**src/hdl/mmp_pkg.sv**
```systemverilog
// Shared widths, defaults and constants of the masked mean pooling block.
`timescale 1ns / 1ps

package mmp_pkg;

	localparam int VALUE_W = 16;
	localparam int SUM_W = 26;
	localparam int IDX_W = 10;
	localparam int CFG_W = 11;

	localparam int MAX_DIM_DEF = 1024;
	localparam int MAX_TOKENS_DEF = 512;

	localparam logic [CFG_W-1:0] EMBED_DIM_RST = CFG_W'(384);

	localparam logic signed [SUM_W-1:0] SUM_MAX = {1'b0, {(SUM_W-1){1'b1}}};
	localparam logic signed [SUM_W-1:0] SUM_MIN = {1'b1, {(SUM_W-1){1'b0}}};
	localparam logic signed [SUM_W-1:0] POOL_MAX = SUM_W'(32767);
	localparam logic signed [SUM_W-1:0] POOL_MIN = -SUM_W'(32768);

endpackage

```
**src/hdl/mmp_div.sv**
```systemverilog
// Restoring divider, one quotient bit per cycle, truncating toward zero.
`timescale 1ns / 1ps

module mmp_div import mmp_pkg::*; #(
	parameter int DVW = 10
) (
	input  logic                    clk,
	input  logic                    arst_n,
	input  logic                    start,
	input  logic signed [SUM_W-1:0] dividend,
	input  logic [DVW-1:0]          divisor,
	output logic                    busy,
	output logic                    done,
	output logic signed [SUM_W-1:0] quotient
);

	localparam int ITW = $clog2(SUM_W + 1);

	logic busy_q;
	logic done_q;
	logic [ITW-1:0] cnt_q;
	logic neg_q;
	logic [DVW-1:0] div_q;
	logic [DVW-1:0] rem_q;
	logic [SUM_W-1:0] quo_q;

	logic [DVW:0] rem_sh;
	logic [DVW:0] rem_nx;
	logic ge;

	always_comb begin
		rem_sh = {rem_q, quo_q[SUM_W-1]};
		ge = (rem_sh >= {1'b0, div_q});
		rem_nx = ge ? (rem_sh - {1'b0, div_q}) : rem_sh;
	end

	always_ff @(posedge clk or negedge arst_n) begin
		if (!arst_n) begin
			busy_q <= 1'b0;
			done_q <= 1'b0;
			cnt_q <= '0;
		end else begin
			done_q <= 1'b0;
			if (start && !busy_q) begin
				busy_q <= 1'b1;
				cnt_q <= ITW'(SUM_W);
			end else if (busy_q) begin
				cnt_q <= cnt_q - ITW'(1);
				if (cnt_q == ITW'(1)) begin
					busy_q <= 1'b0;
					done_q <= 1'b1;
				end
			end
		end
	end

	always_ff @(posedge clk) begin
		if (start && !busy_q) begin
			neg_q <= dividend[SUM_W-1];
			quo_q <= dividend[SUM_W-1] ? SUM_W'(-dividend) : SUM_W'(dividend);
			div_q <= divisor;
			rem_q <= '0;
		end else if (busy_q) begin
			rem_q <= rem_nx[DVW-1:0];
			quo_q <= {quo_q[SUM_W-2:0], ge};
		end
	end

	assign busy = busy_q;
	assign done = done_q;
	assign quotient = neg_q ? -$signed(quo_q) : $signed(quo_q);

endmodule

```
**config.mk**
```make
export PLATFORM = sky130hd
export DESIGN_NAME = mmp_div
export DESIGN_NICKNAME = d
export VERILOG_FILES = /design/src/hdl/mmp_pkg.sv /design/src/hdl/mmp_div.sv
export SDC_FILE = /design/constraint.sdc
export NUM_CORES = 1
export LEC_CHECK = 0
export ABC_AREA = 1
export ABC_CLOCK_PERIOD_IN_PS = 4000
export BUFFER_PORTS_ARGS = -buffer_cell sky130_fd_sc_hd__buf_2
export CORE_UTILIZATION = 55
export CTS_BUF_LIST = sky130_fd_sc_hd__clkbuf_4 sky130_fd_sc_hd__clkbuf_8
export DETAILED_ROUTE_END_ITERATION = 8
export MAX_ROUTING_LAYER = met4
export PLACE_DENSITY = 0.88
export SLEW_MARGIN = 10
export SYNTH_ARGS = -nofsm -noshare
export SYNTH_HDL_FRONTEND = slang
export SYNTH_SLANG_ARGS = --single-unit
```
**constraint.sdc**
```tcl
create_clock -name clk -period 4 [get_ports clk]
set_input_delay 0 -clock clk [delete_from_list [all_inputs] [get_ports clk]]
set_output_delay 0 -clock clk [all_outputs]
set_load 0.03 [all_outputs]
```
After elaboration in Yosys (flattened, before gate mapping)
Index checks and enable logic that the tools add are counted.
Widths: inputs -> output; s select.
{ "classes": {"n_reduce_logical": 3, "add_sub_neg": 4, "eq_ne": 1, "n_lt_le_gt_ge": 1, "n_mux": 13} }
{ "ops": {"columns": ["op", "n"], "rows": [
  ["$mux 26", 4],
  ["$neg 26->26", 2],
  ["$ge 11x10->1", 1],
  ["$mux 10", 1],
  ["$mux 5", 2],
  ["$sub 10x10->10", 1],
  ["$mux 1", 6],
  ["$eq 5x1->1 const B", 1],
  ["$sub 5x1->5 const B", 1],
  ["$reduce_bool 2->1", 1],
  ["$logic_and 1x1->1", 1],
  ["$logic_not 1->1", 1]
]} }
{ "word_totals": {"regBits": 54, "word_cells": 29} }

Depth between registers and ports, before layout
{ "depth": {"depth_word": 4, "depth_mapped": 14} }

Worst setup path before layout
Ideal clock, no wire load.
{ "synth_path": {"path_type": "flip-flop to flip-flop", "startpoint": "reg busy_q (netlist: busy)", "endpoint": "reg quo_q[23], data pin", "slack_ns": 2.195, "n_path_buf": 2, "required_ns": 3.715, "path_stages_with_launch": 5, "arrival_ns": 1.521, "setup_time_ns": 0.285, "cell_sequence": "dfrtp_1 -> buf_2 -> nor2_2 -> clkbuf_1 -> o21ai_0"} }
{ "synth_between": {"elab_chain_cells": 3} }
{ "synth_rtl": {"columns": ["element", "line", "rtl"], "rows": [
  ["start: declaration", "mmp_div.sv:19", "logic busy_q;"],
  ["start signal: assignment", "mmp_div.sv:39", "busy_q <= 1'b0;"],
  ["start signal: assignment", "mmp_div.sv:45", "busy_q <= 1'b1;"],
  ["start signal: assignment", "mmp_div.sv:50", "busy_q <= 1'b0;"],
  ["$logic_not 1->1", "mmp_div.sv:58", "if (start && !busy_q) begin"],
  ["$logic_and 1x1->1", "mmp_div.sv:58", null],
  ["$mux 26", "mmp_div.sv:58", null],
  ["end signal: assignment", "mmp_div.sv:60", "quo_q <= dividend[SUM_W-1] ? SUM_W'(-dividend) : SUM_W'(dividend);"],
  ["end signal: assignment", "mmp_div.sv:65", "quo_q <= {quo_q[SUM_W-2:0], ge};"],
  ["end: declaration", "mmp_div.sv:25", "logic [SUM_W-1:0] quo_q;"]
]} }
Every way passes these cells.
A chain may end at the register's enable or synchronous reset.

Worst setup path in the final report
{ "layout_path": {"startpoint": "reg quo_q[1]", "endpoint": "out quotient[14]"} }
{ "layout_between": {"elab_chain_cells": 2} }
{ "layout_rtl": {"columns": ["element", "line", "rtl"], "rows": [
  ["$neg 26->26", "mmp_div.sv:71", "assign quotient = neg_q ? -$signed(quo_q) : $signed(quo_q);"],
  ["$mux 26", "mmp_div.sv:71", null],
  ["end: declaration", "mmp_div.sv:14", "output logic signed [SUM_W-1:0] quotient"]
]} }
Every way passes these cells.

==> flow_summary.toml <==
[run_status]
outcome = "complete, but fails checks"
violations = "negative hold slack"

[floorplan]
die_h_um = 89.2
rows = 31
start_util = 0.574
dieArea_um2 = 7960
die_x_um = 89.2
io_pins = 67
core_area_um2 = 7290

[cells_and_area]
diodes = 0
drive_gt1_frac = 0.146
areaGrowthSynthToFinish_pct = 13.8
fin_area_um2 = 4760
fin_cells = 765
fin_nets = 719
fillers = 658

[clock_network]
numCtsBuffers = 5
clk_latency_ns = 0.33
htreeDepth = 2
cts.reportedPaths.clkPinSlew_ns = 0.11
cts.path.max_buffers = 2
cts_tree = "built"
holdBufCountCts = 11
clock-root-buffer = "clkbuf_8"
postCtsSetupBuffers = 0
clkSinkCount = 54
cts-resized-gates = 0

[synthesis]
synth_seq_cells = 54
async_reset_ff_frac = 0.130
synthMostInstantiatedCell = "nand2_1"
avgSynthCellArea_um2 = 7.02
synth_ff_type = "edfxtp_1"
synth_largest_area_cell = "edfxtp_1"
syn-num-nets = 650
netlist.area_leader.share = 0.265
netlist_area_um2 = 4190
synth_commonest_cells = "nand2_1 (168), inv_1 (72), nor2_1 (66), nand3_1 (62), edfxtp_1 (37)"
synthDistinctLibCells = 36
synth_warnings = 0
yosysSeqAreaShare = 0.355
synth_area_leaders = "edfxtp_1 (27%), nand2_1 (15%), nand3_1 (7.4%)"
syn_inst = 596
synth_edf_count = 37

[setup_path]
r2r_slack_ns = 1.83
worstPathMaxFanout = 4
critical_path_required_ns = 4.00
arrival_ns = 2.31
worstSetupPathType = "flop to output pin"
crit_slowest_cell = "edfxtp_1"
critPathLaunchType = "flop"
worst_setup_path_end_kind = "output pin"
cp_cell_sequence = "inv_1 > ha_1 > nand3_1 > o21ai_2 > nand2_1 > nor2_1 > o21ai_0 > xor2_1 > buf_2"
crit_path_max_incr_delay_ns = 0.44

[placed_design]
gp_congestion = 0.928
dp_hpwl_um = 8110
placed_area_um2 = 4560
post-place-cells = 746
io_buffer_count = 66

[drt]
wirelength_um = 10600
remaining_drc_errors = 0
vias_per_cell = 5.39
dr.pass1.iters = 5
drt_iter0_markers = 282
vias = 4121
drtAntennaViolNets = 0
wl_per_cell_um = 13.8

[sta]
hold_viol = 2
worst_pin_slew_ns = 1.12
post-route-period-util = 0.578
min_period_ns = 2.31
fin_tns_setup_ns = 0
slew_headroom = 0.250
setup_viol = 0
fmax_mhz = 433
finClkSkew_ns = 0.0112
holdWs_ns = -0.00161
slew_viol_final = 0
rsz0062_at_grt = "false"

[pwr]
p_per_area_nw_per_um2 = 733
leakage_nw = 2.33
power_mw = 3.49
ir_worst_vdd_mv = 0.232

[global_routing]
grt_overflow_total = 0
grt_pass1_wl_um = 17200
antenna_found_initial = 0
grt_pass1_vias = 3689
grtUsageTotal = 0.291
grt_max_degree = 34

[job]
drv_cap = 0

[worst_hold_path]
hold_class = "input pin to flop"
[area by class of cell]
cell class | count | area, um2 | area share
Clock buffer | 5 | 68.8 | 0.0144
Clock inverter | 3 | 28.8 | 0.00604
Inverter | 73 | 274 | 0.0575
Multi-Input combinational cell | 453 | 2330 | 0.490
Sequential cell | 54 | 1490 | 0.312
Tap cell | 99 | 124 | 0.0260
Timing Repair Buffer | 78 | 448 | 0.0940
[per-layer routing]
| metal | GRT usage | share of wire | vias to the layer above | wire [um] |
|---|---|---|---|---|
| li1 | - | - | 2053 | - |
| met1 | 0.410 | 0.48 | 1900 | 5130 |
| met2 | 0.440 | 0.44 | 152 | 4690 |
| met3 | 0.0351 | 0.059 | 16 | 626 |
| met4 | 0.0851 | 0.013 | 0 | 142 |
| met5 | - | 0 | - | 0 |
[registers in the layout, summed over array words and instances (netlist names)]
register	flops
neg_q	1
cnt_q	5
done	1
busy	1
quo_q	26
rem_q	10
div_q	10
[worst paths after layout]
check                          endpoint  cells after the start     start
hold reg to reg                    done                      1  cnt_q[4]
setup / recovery           quotient[14]                      9  quo_q[1]
max in group asynchronous      cnt_q[0]                      2    arst_n
hold / removal                     busy                      3     start
min in group asynchronous      cnt_q[4]                      2    arst_n
setup reg to reg              quo_q[20]                      2      busy
[cells in the final DEF, fill, tap and decap left out, types with 9 or more instances in the layout]
cell type	netlist	final
xor2_1	29	29
nand4_1	9	9
ha_1	14	14
inv_1	72	72
dfxtp_1	10	10
xnor2_1	10	10
nor2_1	66	66
nand3_1	62	62
nand2_1	168	168
buf_2	4	66
a21oi_1	13	13
dlygate4sd3_1	0	11
o21ai_0	33	33
edfxtp_1	37	37
[logic make-up after synthesis]
logic type	count (synthesis)	share of synthesized area
buf+inv	89	0.0873
compound gates	60	0.0759
simple gates	339	0.354
fa+ha+maj	15	0.0466
xor+xnor	39	0.0816
flops	54	0.355
[power breakdown]
group / switching [mW] / internal (mW) / leakage [nW]
clock network: 0.210 / 0.130 / 0.0502
logic: 1.31 / 0.671 / 1.75
registers: 0.258 / 0.914 / 0.532
total: 1.78 / 1.72 / 2.33
[metrics by stage]
stage	setup WS, ns	utilization	hold WS (ns)
4_1_cts	1.73	0.653	0.00474
5_1_grt	1.53	0.653	0.0211
3_5_place_dp	1.85	0.625	-0.157
3_3_place_gp	1.92	0.625	-0.163
6_report	1.69	0.653	-0.00161
2_1_floorplan	2.19	-	-0.296
[worst max-delay path, delay by kind of cell (launching register included)]
kind,cells,cell delay [ns]
AO/OA/AOI/OAI,2,0.36
flip-flops,1,0.44
adder cells (fa/ha/maj),1,0.23
XOR/XNOR,1,0.18
AND/OR/NAND/NOR,3,0.43
buffers and inverters,2,0.35
Note: power is estimated with default switching activity, not from simulation.
